**config.mk**
```make
export PLATFORM = sky130hd
export DESIGN_NAME = ssr_raster
export DESIGN_NICKNAME = d
export VERILOG_FILES = /design/src/rtl/ssr_pkg.sv /design/src/rtl/ssr_raster.sv
export SDC_FILE = /design/constraint.sdc
export NUM_CORES = 1
export LEC_CHECK = 0
export ABC_AREA = 1
export BUFFER_PORTS_ARGS = -buffer_cell sky130_fd_sc_hd__buf_2
export CAP_MARGIN = 20
export CORE_MARGIN = 10
export CORE_UTILIZATION = 53
export DETAILED_ROUTE_END_ITERATION = 10
export HOLD_SLACK_MARGIN = 0.03
export PLACE_DENSITY = 0.77
export SETUP_SLACK_MARGIN = 0.15
export SYNTH_ARGS = -nofsm -noshare
export SYNTH_HDL_FRONTEND = slang
export SYNTH_SLANG_ARGS = --single-unit
```
**constraint.sdc**
```tcl
create_clock -name clk -period 5.5 [get_ports clk]
set_input_delay 1.1 -clock clk [delete_from_list [all_inputs] [get_ports clk]]
set_output_delay 1.1 -clock clk [all_outputs]
set_load 0.02 [all_outputs]
```
**src/rtl/ssr_pkg.sv**
```systemverilog
// Shared types, constants and the segment table for the seven-segment text raster.
// No dependencies; imported by every module of the block.
`default_nettype none
package ssr_pkg;

    // Sizing
    localparam int MAX_SCALE  = 15;
    localparam int MAX_DIGITS = 8;

    localparam int SCALE_W   = 4;   // scale register field
    localparam int VALUE_W   = 27;  // number_value register field
    localparam int CFG_W     = 27;  // widest register
    localparam int CFG_IDX_W = 1;

    localparam int ESCALE_W  = $clog2(MAX_SCALE + 1);
    localparam int ROW_W     = $clog2(2 * MAX_SCALE + 4);
    localparam int COL_W     = $clog2(MAX_SCALE + 4);
    localparam int SLOT_W    = $clog2(MAX_DIGITS + 1);
    localparam int DIDX_W    = (MAX_DIGITS > 1) ? $clog2(MAX_DIGITS) : 1;

    // Divide by ten: q = (v * RECIP10) >> RECIP10_SHIFT, exact for v < 2^32
    localparam logic [31:0] RECIP10       = 32'hCCCC_CCCD;
    localparam int          RECIP10_SHIFT = 35;
    localparam int          PROD_W        = VALUE_W + 32;

    // Register indexes
    localparam logic [CFG_IDX_W-1:0] REG_SCALE  = 1'b0;
    localparam logic [CFG_IDX_W-1:0] REG_NUMBER = 1'b1;

    // Output character codes
    typedef enum logic [1:0] {
        CH_SPACE   = 2'd0,
        CH_DASH    = 2'd1,
        CH_BAR     = 2'd2,
        CH_NEWLINE = 2'd3
    } char_code_t;

    // Segment bit positions
    localparam int SEG_TOP = 0;
    localparam int SEG_UL  = 1;
    localparam int SEG_UR  = 2;
    localparam int SEG_MID = 3;
    localparam int SEG_LL  = 4;
    localparam int SEG_LR  = 5;
    localparam int SEG_BOT = 6;

    typedef logic [MAX_DIGITS-1:0][3:0] digit_vec_t;

    // Converted number as seen by the raster scan
    typedef struct packed {
        digit_vec_t              digits;      // index = display slot
        logic [SLOT_W-1:0]       first_slot;  // first shown slot
    } ssr_digits_t;

    function automatic logic [6:0] seg_mask(input logic [3:0] digit);
        logic [6:0] m;
        case (digit)
            4'd0:    m = 7'h77;
            4'd1:    m = 7'h24;
            4'd2:    m = 7'h5D;
            4'd3:    m = 7'h6D;
            4'd4:    m = 7'h2E;
            4'd5:    m = 7'h6B;
            4'd6:    m = 7'h7B;
            4'd7:    m = 7'h25;
            4'd8:    m = 7'h7F;
            4'd9:    m = 7'h6F;
            default: m = 7'h00;
        endcase
        return m;
    endfunction

endpackage
`default_nettype wire

```
**src/rtl/ssr_raster.sv**
```systemverilog
// Raster scan counters, character decode and the output register.
// Depends on ssr_pkg.
`default_nettype none
module ssr_raster (
    input  wire logic                          clk,
    input  wire logic                          rst_n,
    input  wire logic                          accept,
    input  wire logic                          restart,
    input  wire logic [ssr_pkg::SCALE_W-1:0]   scale,
    input  wire ssr_pkg::ssr_digits_t          conv,
    input  wire logic                          out_ready,
    output logic                               out_valid,
    output ssr_pkg::char_code_t                char_code,
    output logic                               last_of_frame
);
    import ssr_pkg::*;

    logic [ROW_W-1:0]   row_reg,  row_next;
    logic [SLOT_W-1:0]  slot_reg, slot_next;
    logic [COL_W-1:0]   col_reg,  col_next;
    logic               out_valid_reg;
    char_code_t         char_reg, char_next;
    logic               last_reg, last_next;

    logic [ESCALE_W-1:0] s;
    logic [ROW_W-1:0]    rows;
    logic [COL_W-1:0]    cell_len;
    logic [ROW_W-1:0]    r;
    logic [SLOT_W-1:0]   d;
    logic [COL_W-1:0]    c;
    logic [SLOT_W-1:0]   f;
    logic [3:0]          digit;
    logic [6:0]          m;
    logic                upper;

    // Effective scale, saturated to the meaningful range
    always_comb
    begin
        if (scale == '0)
        begin
            s = ESCALE_W'(1);
        end
        else if (32'(scale) > MAX_SCALE)
        begin
            s = ESCALE_W'(MAX_SCALE);
        end
        else
        begin
            s = ESCALE_W'(scale);
        end
    end

    // Bring the position into range, emit one character, advance
    always_comb
    begin
        rows      = (ROW_W'(s) << 1) + ROW_W'(3);
        cell_len  = COL_W'(s) + COL_W'(3);
        f         = conv.first_slot;
        r         = row_reg;
        d         = slot_reg;
        c         = col_reg;
        char_next = CH_SPACE;
        last_next = 1'b0;

        if (restart || r >= rows)
        begin
            r = '0;
            d = f;
            c = '0;
        end
        if (d < f)
        begin
            d = f;
            c = '0;
        end
        if (d > SLOT_W'(MAX_DIGITS))
        begin
            d = SLOT_W'(MAX_DIGITS);
        end
        if (d < SLOT_W'(MAX_DIGITS) && c >= cell_len)
        begin
            c = '0;
            d = d + 1'b1;
        end

        digit = conv.digits[d[DIDX_W-1:0]];
        m     = seg_mask(digit);
        upper = (r < ROW_W'(s) + ROW_W'(1));

        row_next  = r;
        slot_next = d;
        col_next  = c;

        if (d >= SLOT_W'(MAX_DIGITS))
        begin
            // end of row
            char_next = CH_NEWLINE;
            last_next = (r == rows - ROW_W'(1));
            row_next  = r + ROW_W'(1);
            if (row_next >= rows)
            begin
                row_next = '0;
            end
            slot_next = f;
            col_next  = '0;
        end
        else
        begin
            if (r == '0)
            begin
                if (c >= COL_W'(1) && c <= COL_W'(s) && m[SEG_TOP])
                begin
                    char_next = CH_DASH;
                end
            end
            else if (r == ROW_W'(s) + ROW_W'(1))
            begin
                if (c >= COL_W'(1) && c <= COL_W'(s) && m[SEG_MID])
                begin
                    char_next = CH_DASH;
                end
            end
            else if (r == rows - ROW_W'(1))
            begin
                if (c >= COL_W'(1) && c <= COL_W'(s) && m[SEG_BOT])
                begin
                    char_next = CH_DASH;
                end
            end
            else
            begin
                if (c == '0 && (upper ? m[SEG_UL] : m[SEG_LL]))
                begin
                    char_next = CH_BAR;
                end
                if (c == COL_W'(s) + COL_W'(1) && (upper ? m[SEG_UR] : m[SEG_LR]))
                begin
                    char_next = CH_BAR;
                end
            end
            col_next = c + COL_W'(1);
            if (col_next >= cell_len)
            begin
                col_next  = '0;
                slot_next = d + 1'b1;
            end
        end
    end

    // Position counters
    always_ff @(posedge clk or negedge rst_n)
    begin
        if (!rst_n)
        begin
            row_reg  <= '0;
            slot_reg <= SLOT_W'(MAX_DIGITS - 1);
            col_reg  <= '0;
        end
        else if (accept)
        begin
            row_reg  <= row_next;
            slot_reg <= slot_next;
            col_reg  <= col_next;
        end
    end

    // Result register
    always_ff @(posedge clk or negedge rst_n)
    begin
        if (!rst_n)
        begin
            out_valid_reg <= 1'b0;
        end
        else if (accept)
        begin
            out_valid_reg <= 1'b1;
        end
        else if (out_ready)
        begin
            out_valid_reg <= 1'b0;
        end
    end

    always_ff @(posedge clk)
    begin
        if (accept)
        begin
            char_reg <= char_next;
            last_reg <= last_next;
        end
    end

    assign out_valid     = out_valid_reg;
    assign char_code     = char_reg;
    assign last_of_frame = last_reg;

endmodule
`default_nettype wire

```
## After elaboration in Yosys (flattened, before gate mapping)

Memory sizes are Yosys's and may differ from the RTL's.
Index checks and enable logic that the tools add are counted.

- Memories: 1
- Bits in registers: 19
- Logic and storage cells: 72
- ROM bits: 112

Memories:

| memory | words | width | rd ports | clocked after Yosys merged registers in | wr ports | line | source |
|---|---|---|---|---|---|---|---|
| (no name shown) | 16 | 7 | 1 | 0 | 0 | ssr_pkg.sv:57 | `case (digit)` |

- $lt $le $gt $ge: 12
- Muxes and demuxes: 29
- Reductions and logical operators: 12
- Equal/unequal tests: 3
- Add/sub/neg operators: 9

Operators with widths:

| kind | number |
|---|---|
| $mux W4 | 8 |
| $mux W5 | 5 |
| $mux W6 | 3 |
| $bmux W4 S3 | 1 |
| $ge A6 B6 Y1 | 2 |
| $add A4 B1 Y5 const B | 2 |
| $ge A5 B5 Y1 | 2 |
| $mux W2 | 5 |
| $add A4 B1 Y4 const B | 2 |
| $logic_and A1 B1 Y1 | 7 |
| $mux W1 | 7 |
| $add A5 B2 Y6 const B | 1 |
| $add A6 B1 Y6 const B | 1 |
| $eq A6 B5 Y1 | 1 |
| $eq A6 B6 Y1 | 1 |
| $logic_not A6 Y1 | 1 |
| $lt A6 B6 Y1 | 1 |
| $sub A6 B1 Y6 const B | 1 |
| $add A4 B2 Y5 const B | 1 |
| $add A5 B1 Y5 const B | 1 |
| $eq A5 B5 Y1 | 1 |
| $ge A5 B1 Y1 const B | 1 |
| $le A5 B4 Y1 | 1 |
| $logic_not A5 Y1 | 1 |
| other kinds (8) | 8 |

## Depth between registers and ports, before layout

Gate-level depths: netlist of the first run.
An unclocked memory read counts as a cell.

- Depth in word-level cells: 23
- Mapped depth: 48

## Worst setup path after synthesis of the first run

OpenSTA, ideal clock, no wires.

- Path kind: input to register
- Start point: input scale[1] in the netlist's numbering
- End point: register slot_reg[2]
- Cell stages on the path: 41
- Library setup time: 89 ps
- Path slack: -1024 ps
- Data arrival time: 6435 ps
- Path through: inv_1 -> nand2_1 -> nand2_1 -> nor2_1 -> inv_1 -> nand2_1 -> ha_1 -> nand2_1 -> a21oi_1 -> nand2_1 -> nand3_2 -> nand2_4 -> nand2_4 -> o21ai_2 -> ha_1 -> a21oi_1 -> nand2_4 -> nand2_1 -> (+5 left out) -> and3_1 -> inv_1 -> nand3_4 -> nand2_1 -> inv_1 -> ha_1 -> or2_2 -> nand2_1 -> inv_1 -> ha_1 -> o21a_1 -> o21a_1 -> o21ai_0 -> nand2_1 -> nand2_1 -> nor2_1 -> o221ai_1 -> o21ai_0

- Cells in the longest elaborated chain, start to end: 17
- Elaborated cells between the ends (all ways): 25
- Those cells by class: 5 x add/sub; 7 x order compare; 10 x mux; 3 x reduce/logical

RTL lines:

| element | line | source |
|---|---|---|
| start: declaration | ssr_raster.sv:9 | `input wire logic [ssr_pkg::SCALE_W-1:0] scale,` |
| $logic_not A4 Y1 | ssr_raster.sv:39 | `if (scale == '0)` |
| $mux W4 (*) | ssr_raster.sv:39 |  |
| $add A5 B2 Y6 | ssr_raster.sv:56 | `rows = (ROW_W'(s) << 1) + ROW_W'(3);` |
| $ge A6 B6 Y1 | ssr_raster.sv:65 | `if (restart \|\| r >= rows)` |
| $logic_or A1 B1 Y1 | ssr_raster.sv:65 |  |
| $mux W4 | ssr_raster.sv:65 |  |
| $lt A4 B4 Y1 | ssr_raster.sv:71 | `if (d < f)` |
| $mux W4 | ssr_raster.sv:71 |  |
| $gt A4 B4 Y1 | ssr_raster.sv:76 | `if (d > SLOT_W'(MAX_DIGITS))` |
| $mux W4 | ssr_raster.sv:76 |  |
| $lt A4 B4 Y1 | ssr_raster.sv:80 | `if (d < SLOT_W'(MAX_DIGITS) && c >= cell_len)` |
| $logic_and A1 B1 Y1 | ssr_raster.sv:80 |  |
| $mux W5 | ssr_raster.sv:80 |  |
| $add A5 B1 Y5 | ssr_raster.sv:141 | `col_next = c + COL_W'(1);` |
| $ge A5 B5 Y1 | ssr_raster.sv:142 | `if (col_next >= cell_len)` |
| $mux W4 | ssr_raster.sv:142 |  |
| $mux W4 (*) | ssr_raster.sv:94 | `if (d >= SLOT_W'(MAX_DIGITS))` |
| end signal: assignment | ssr_raster.sv:156 | `slot_reg <= SLOT_W'(MAX_DIGITS - 1);` |
| end signal: assignment | ssr_raster.sv:162 | `slot_reg <= slot_next;` |
| end: declaration | ssr_raster.sv:19 | `logic [SLOT_W-1:0] slot_reg, slot_next;` |

Every way passes the cells marked *; elsewhere a longest branch is shown, timed or not.
A chain may end at the register's enable or synchronous reset.

## Worst setup path in the final report of the first run

- Start point: input scale[3] in the netlist's numbering
- End point: register slot_reg[2]

The elaborated chain is that of the path after synthesis.

==> metrics.yaml, run 1 <==
outcome:
  status: "complete, but fails checks"
  violations: "negative setup slack"
grt:
  grt.overflow.total: 0
  grt_pass1_wl_mm: 17.4
  grt_max_degree: 25
  track_usage_pct: 23.4
  antenna_found_initial: 0
  grt_pass1_vias: 3640
hold_path:
  worstHoldStart: "out_valid"
  hold_end: "out_valid"
  holdPathStages: 2
  min_path_type: "reg2reg"
logic_synthesis:
  synth-edff-count: 3
  syn_area_per_cell_sq_um: 6.59
  synth_ff_type: "dfrtp_1"
  synth_cells: 466
  yosysWarnings: 0
  synth.distinct_cells: 52
  synthesis.area_sq_mm: 0.00307
  async_reset_ff_share_pct: 84.2
  synth.area.top_cells: "ha_1 (15%), nand2_1 (14%), dfrtp_1 (11%)"
  synth_top_area_share_pct: 15.5
  yosysSeqAreaShare_pct: 16.1
  synth_top_area_cell: "ha_1"
  syn-num-nets: 549
  ys_ff_latch: 19
clocking:
  clk_pin_slew_ns: 0.08
  cts_sinks: 19
  numCtsBuffers: 3
  clk_latency_ns: 0.26
  clock_path_buffers: 2
  cts-htree-levels: 1
  cts_tree: "built"
  cts_root_buffer: "clkbuf_8"
finish:
  nFillCells: 379
  layout_common_cells: "nand2_1 (99), buf_4 (80), inv_1 (63)"
  antenna_cells: 0
  largest_reg_flops: 6
  seqCellArea_sq_um: 494
  nets: 676
  syn_to_final_growth_pct: 45.6
  drive_above_1_share_pct: 41.0
  multiInputGateArea_sq_mm: 0.00264
  layout_commonest_cell: "nand2_1"
  finalInstanceArea_sq_mm: 0.00447
setup_path:
  critical_path.max_stage_delay_ns: 0.30
  cp-start-kind: "input port"
  cp_max_fo: 7
  arrival_ns: 6.12
  ff2ff_setup_slack_ns: 0.45
  cpMostUsedCell: "nand2_4"
  reg2reg_to: "slot_reg[2]"
  path_class: "in2reg"
  worst_ep_required_time_ns: 5.70
  cpMaxStageDelayCell: "ha_4"
  r2r-start: "row_reg[3]"
  reg2reg_depth: 36
  critPathCaptureType: "register"
place:
  dpl.hpwl_mm: 8.28
  place_congestion: 0.936
  portBuffers: 48
  placed_cell_area_sq_mm: 0.00410
sta:
  slew_headroom_pct: 57.1
  setup_viol: 11
  period_needed_ns: 5.93
  tightest_slew_ns: 0.642
  finalMaxSlewViolations: 0
  setup_ws_ns: -0.427
  hold_violations: 0
  fin_crit_sh_pct: 108
  rsz0062_at_grt: "true"
  clock_skew_ns: 0.00287
  timing.fmax_mhz: 169
die:
  initial_utilization_pct: 55.1
  coreArea_sq_mm: 0.00557
  ios: 49
  die_w_um: 96.1
  dieArea_sq_mm: 0.00924
  die_h_um: 96.1
  row_count: 27
power:
  power_switching_mw: 0.858
  intPower_mw: 0.776
  finalPower_mw: 1.63
  peakVddDrop_v: 0.000296
  clkPwrFrac_pct: 6.5
  p_sw_share_pct: 52.5
  power.leakage_nw: 2.36
  power_frac_seq_pct: 14.1
  p_comb_share_pct: 79.4
  power_density_mw_per_mm2: 365
routing:
  wire_per_inst_um: 16.6
  finalWirelength_mm: 11.0
  route.antenna.remaining_nets: 0
  vias: 3681
  drtPass1Iterations: 5
  drc_errors: 0
  vias_per_cell: 5.54
  first_iter_violations: 373
run:
  maxCapViolations: 0
[layout make-up]
| cell class | count | share of cell area (%) |
|---|---|---|
| Clock buffer | 3 | 0.924 |
| Sequential cell | 19 | 11.1 |
| Clock inverter | 1 | 0.140 |
| Multi-Input combinational cell | 357 | 59.1 |
| Tap cell | 72 | 2.02 |
| Inverter | 83 | 7.16 |
| Timing Repair Buffer | 129 | 19.6 |
[worst max-delay path, delay by kind of cell]
| kind | cells | cell delay [ns] |
|---|---|---|
| and+or+nand+nor | 23 | 2.12 |
| AOI/OAI and AO/OA | 9 | 1.30 |
| adders and majority gates | 5 | 1.27 |
| buffers and inverters | 5 | 0.29 |
[metrics by stage]
| stage | instances | utilization [%] | TNS [ns] | hold slack, ns | worst slack, ns |
|---|---|---|---|---|---|
| finish | 664 | 80.2 | -4.01 | 0.538 | -0.427 |
| global route | 664 | 80.2 | -6.93 | 0.563 | -0.735 |
| CTS | 658 | 77.5 | -3.01 | 0.539 | -0.303 |
| detailed placement | 648 | 73.5 | -8.12 | 0.506 | -0.772 |
| global placement | 648 | 73.5 | -4.46 | 0.503 | -0.446 |
| floorplan | 466 | - | -3.05 | 0.461 | -0.348 |
[power by group through the flow]
| stage | registers (mW) | clock network, mW | logic [mW] |
|---|---|---|---|
| 6_report | 0.230 | 0.107 | 1.30 |
| 2_1_floorplan | 0.231 | 0 | 0.766 |
| 4_1_cts | 0.226 | 0.108 | 1.21 |
| 5_1_grt | 0.233 | 0.113 | 1.43 |
| 3_3_place_gp | 0.226 | 0 | 1.11 |
| 3_5_place_dp | 0.227 | 0 | 1.14 |
[cell usage after synthesis (2+ instances only)]
| library cell | count |
|---|---|
| a21oi_1 | 11 |
| or2_2 | 2 |
| nor2_1 | 25 |
| clkbuf_1 | 2 |
| xor2_1 | 7 |
| o22ai_1 | 7 |
| nand4_1 | 7 |
| nand4_2 | 2 |
| buf_2 | 2 |
| nand2_4 | 9 |
| inv_1 | 73 |
| edfxtp_1 | 3 |
| nand2_1 | 117 |
| o211ai_1 | 7 |
| ha_1 | 38 |
| nand3_2 | 6 |
| o21ai_2 | 2 |
| o21ai_0 | 21 |
| o21a_1 | 3 |
| a22oi_1 | 2 |
| buf_6 | 2 |
| nor3_1 | 2 |
| dfstp_2 | 3 |
| nor2_4 | 2 |
| nand2_2 | 4 |
| dfrtp_1 | 13 |
| inv_2 | 9 |
| o21ai_1 | 8 |
| nand3_1 | 54 |
[worst max-delay path by stage]
stage                  start          end  slack [ns]  depth (start not counted)
finish              scale[3]  slot_reg[2]       -0.43                         42
global route        scale[0]  slot_reg[2]       -0.74                         43
CTS                 scale[3]  slot_reg[2]       -0.30                         41
detailed placement  scale[1]   col_reg[0]       -0.77                         41
global placement    scale[2]  slot_reg[2]       -0.45                         42
floorplan           scale[2]  slot_reg[2]       -0.35                         43
[cell families (layout without fill, tap and decap cells)]
group	count (synthesis)	count (layout)	synth area share (%)
buf+inv	90	216	11.7
flops	19	19	16.1
compound gates	72	72	15.0
fa+ha+maj	38	38	15.5
simple gates	237	237	38.3
xor+xnor	10	10	3.34
[what timing repair did]
item	in CTS	in global routing
endpoints found under the setup margin	11	16
gates resized for setup	32	26
cloned	0	0
setup buffers	6	6
pin swaps	37	26
hold buffers	0	0
hold endpoints to repair	0	0
[routing by layer]
metal	vias up	track usage (%)	share of wire [%]
li1	1800	-	-
met1	1669	28.1	40
met2	171	40.5	51
met3	41	3.35	6.0
met4	0	9.71	3.7
met5	-	0	0
Power figures use the tool's default switching activity.
==> run 2: changes to the inputs <==
CORE_MARGIN = default   (was 10)
CORE_UTILIZATION = 45   (was 53)
PLACE_DENSITY = 0.67   (was 0.77)
==> run 2 against run 1 <==
The flow finishes with violations (design-rule violations, negative setup slack); count of clock-buffer cells in the layout is the same; die area is 23% lower; cell count grew 1.7%; critical path depth unchanged; utilization decreased by 9.1 points; routed wire length is 11% lower; final area increased by 2.7%; register-to-register slack improved by 0.09 ns; setup slack better by 0.16 ns.
==> metrics.yaml, run 2 (synthesized netlist as in run 1, its figures left out) <==
finish:
  nets: 682  # was 676
  antenna_cells: 0  # unchanged
  finalInstanceArea_sq_mm: 0.00459  # was 0.00447 sq mm
  largest_reg_flops: 6  # unchanged
  drive_above_1_share_pct: 44.1  # was 41.0%
  multiInputGateArea_sq_mm: 0.00270  # was 0.00264 sq mm
  seqCellArea_sq_um: 494  # unchanged
  final_util_pct: 71.1  # was 80.2%
  syn_to_final_growth_pct: 49.6  # was 45.6%
  layout_common_cells: "nand2_1 (99), buf_4 (83), inv_1 (59)"  # was nand2_1 (99), buf_4 (80), inv_1 (63)
  layout_commonest_cell: "nand2_1"  # unchanged
  nFillCells: 550  # was 379
grt:
  grt_max_degree: 25  # unchanged
  grt_pass1_vias: 3391  # was 3640
  grt.overflow.total: 0  # unchanged
  track_usage_pct: 27.8  # was 23.4%
  grt_pass1_wl_mm: 16.0  # was 17.4 mm
  antenna_found_initial: 0  # unchanged
setup_path:
  arrival_ns: 5.97  # was 6.12 ns
  cpMostUsedCell: "nand2_4"  # unchanged
  path_delay_family: "simple AND/OR/NAND/NOR gates"  # unchanged
  path_buf_inv: 4  # was 5
  cpMaxStageDelayCell: "ha_4"  # unchanged
  reg2reg_depth: 33  # was 36
  cp_max_fo: 7  # unchanged
  worst_ep_required_time_ns: 5.70  # about the same
  path_class: "in2reg"  # unchanged
  crit_cells: 42  # unchanged
  critPathCaptureType: "register"  # unchanged
  critical_path.max_stage_delay_ns: 0.30  # about the same
  cp-start-kind: "input port"  # unchanged
clocking:
  cts_sinks: 19  # unchanged
  cts_tree: "built"  # unchanged
  clock_path_buffers: 2  # unchanged
  cts_root_buffer: "clkbuf_8"  # unchanged
  cts-htree-levels: 1  # unchanged
  cts_hold_buf: 0  # unchanged
  clk_latency_ns: 0.27  # was 0.26 ns
  clk_pin_slew_ns: 0.09  # was 0.08 ns
  numCtsBuffers: 3  # unchanged
routing:
  drc_errors: 3  # was 0
  finalWirelength_mm: 9.89  # was 11.0 mm
  vias: 3656  # was 3681
  route.antenna.remaining_nets: 0  # unchanged
  wire_per_inst_um: 14.6  # was 16.6 um
  drtPass1Iterations: 9  # was 5
  first_iter_violations: 213  # was 373
  vias_per_cell: 5.42  # was 5.54
place:
  placed_cell_area_sq_mm: 0.00409  # was 0.00410 sq mm
  place_congestion: 0.918  # was 0.936
  portBuffers: 48  # unchanged
  dpl.hpwl_mm: 7.56  # was 8.28 mm
sta:
  finalMaxSlewViolations: 0  # unchanged
  fin_crit_sh_pct: 105  # was 108%
  setup_ws_ns: -0.270  # was -0.427 ns
  hold_violations: 0  # unchanged
  clock_skew_ns: 0.00350  # was 0.00287 ns
  tightest_slew_ns: 0.648  # was 0.642 ns
  rsz0062_at_grt: "true"  # unchanged
  period_needed_ns: 5.77  # was 5.93 ns
  setup_viol: 11  # unchanged
  slew_headroom_pct: 56.7  # was 57.1%
  timing.fmax_mhz: 173  # was 169 MHz
run:
  maxCapViolations: 0  # unchanged
hold_path:
  holdPathStages: 2  # unchanged
  min_path_type: "reg2reg"  # unchanged
power:
  peakVddDrop_v: 0.000331  # was 0.000296 V
  power_density_mw_per_mm2: 359  # was 365 mW/mm^2
  power.leakage_nw: 2.38  # was 2.36 nW
  finalPower_mw: 1.65  # was 1.63 mW
outcome:
  violations: "design-rule violations, negative setup slack"  # was negative setup slack
  status: "complete, but fails checks"  # unchanged
die:
  dieArea_sq_mm: 0.00716  # was 0.00924 sq mm
  die_h_um: 84.6  # was 96.1 um
  row_count: 29  # was 27
  ios: 49  # unchanged
  initial_utilization_pct: 47.5  # was 55.1%
  die_w_um: 84.6  # was 96.1 um
  coreArea_sq_mm: 0.00646  # was 0.00557 sq mm
==> run 2: final cells by class <==
| class | count | area share (%) |
|---|---|---|
| Clock buffer | 3 | 0.899 |
| Clock inverter | 1 | 0.136 |
| Inverter | 83 | 7.08 |
| Multi-Input combinational cell | 357 | 58.7 |
| Sequential cell | 19 | 10.8 |
| Tap cell | 77 | 2.10 |
| Timing Repair Buffer | 135 | 20.3 |
==> run 2: final timing paths <==
kind | startpoint | endpoint | slack, ns
max | scale[3] | slot_reg[2] | -0.27
min | slot_reg[0] | slot_reg[0] | 0.52
max reg2reg | row_reg[3] | slot_reg[2] | 0.54
min reg2reg | slot_reg[0] | slot_reg[0] | 0.52
max in group asynchronous | rst_n | slot_reg[1] | 4.45
min in group asynchronous | rst_n | row_reg[3] | 0.73
==> run 2: report_power, final <==
| group | internal (mW) | switching (mW) | total, mW |
|---|---|---|---|
| Combinational | 0.538 | 0.773 | 1.31 |
| Sequential | 0.199 | 0.0286 | 0.227 |
| Clock | 0.0517 | 0.0592 | 0.111 |
==> run 2: repair_timing <==
action                     in CTS  in global routing
hold endpoints to repair        0                  0
setup buffers                  13                  7
setup endpoints to repair      11                 11
gates cloned                    0                  0
pin swaps                      41                 33
gates resized for setup        55                 23
==> run 2: through the flow <==
| step | TNS [ns] | cells | setup slack [ns] | hold WS [ns] |
|---|---|---|---|---|
| 2_1_floorplan | -3.05 | 466 | -0.348 | 0.461 |
| 3_3_place_gp | -4.87 | 651 | -0.481 | 0.511 |
| 3_5_place_dp | -6.71 | 651 | -0.657 | 0.508 |
| 4_1_cts | -1.55 | 668 | -0.176 | 0.521 |
| 5_1_grt | -4.45 | 675 | -0.468 | 0.561 |
| 6_report | -2.21 | 675 | -0.270 | 0.517 |
==> run 2: worst register-to-register path, delay by kind of cell (launching register included) <==
kind / cells / cell delay (ns)
simple gates: 16 / 1.62
compound gates: 10 / 1.52
fa+ha+maj: 5 / 1.24
flops: 1 / 0.42
buf+inv: 2 / 0.10
==> run 2: per-layer routing <==
layer | GRT usage [%] | wire [um] | vias to the layer above | part of all wire (%)
met4 | 6.32 | 122 | 0 | 1.2
li1 | - | - | 1808 | -
met5 | 0 | 0 | - | 0
met1 | 37.8 | 4280 | 1701 | 43
met3 | 1.87 | 581 | 17 | 5.9
met2 | 48.3 | 4910 | 130 | 50
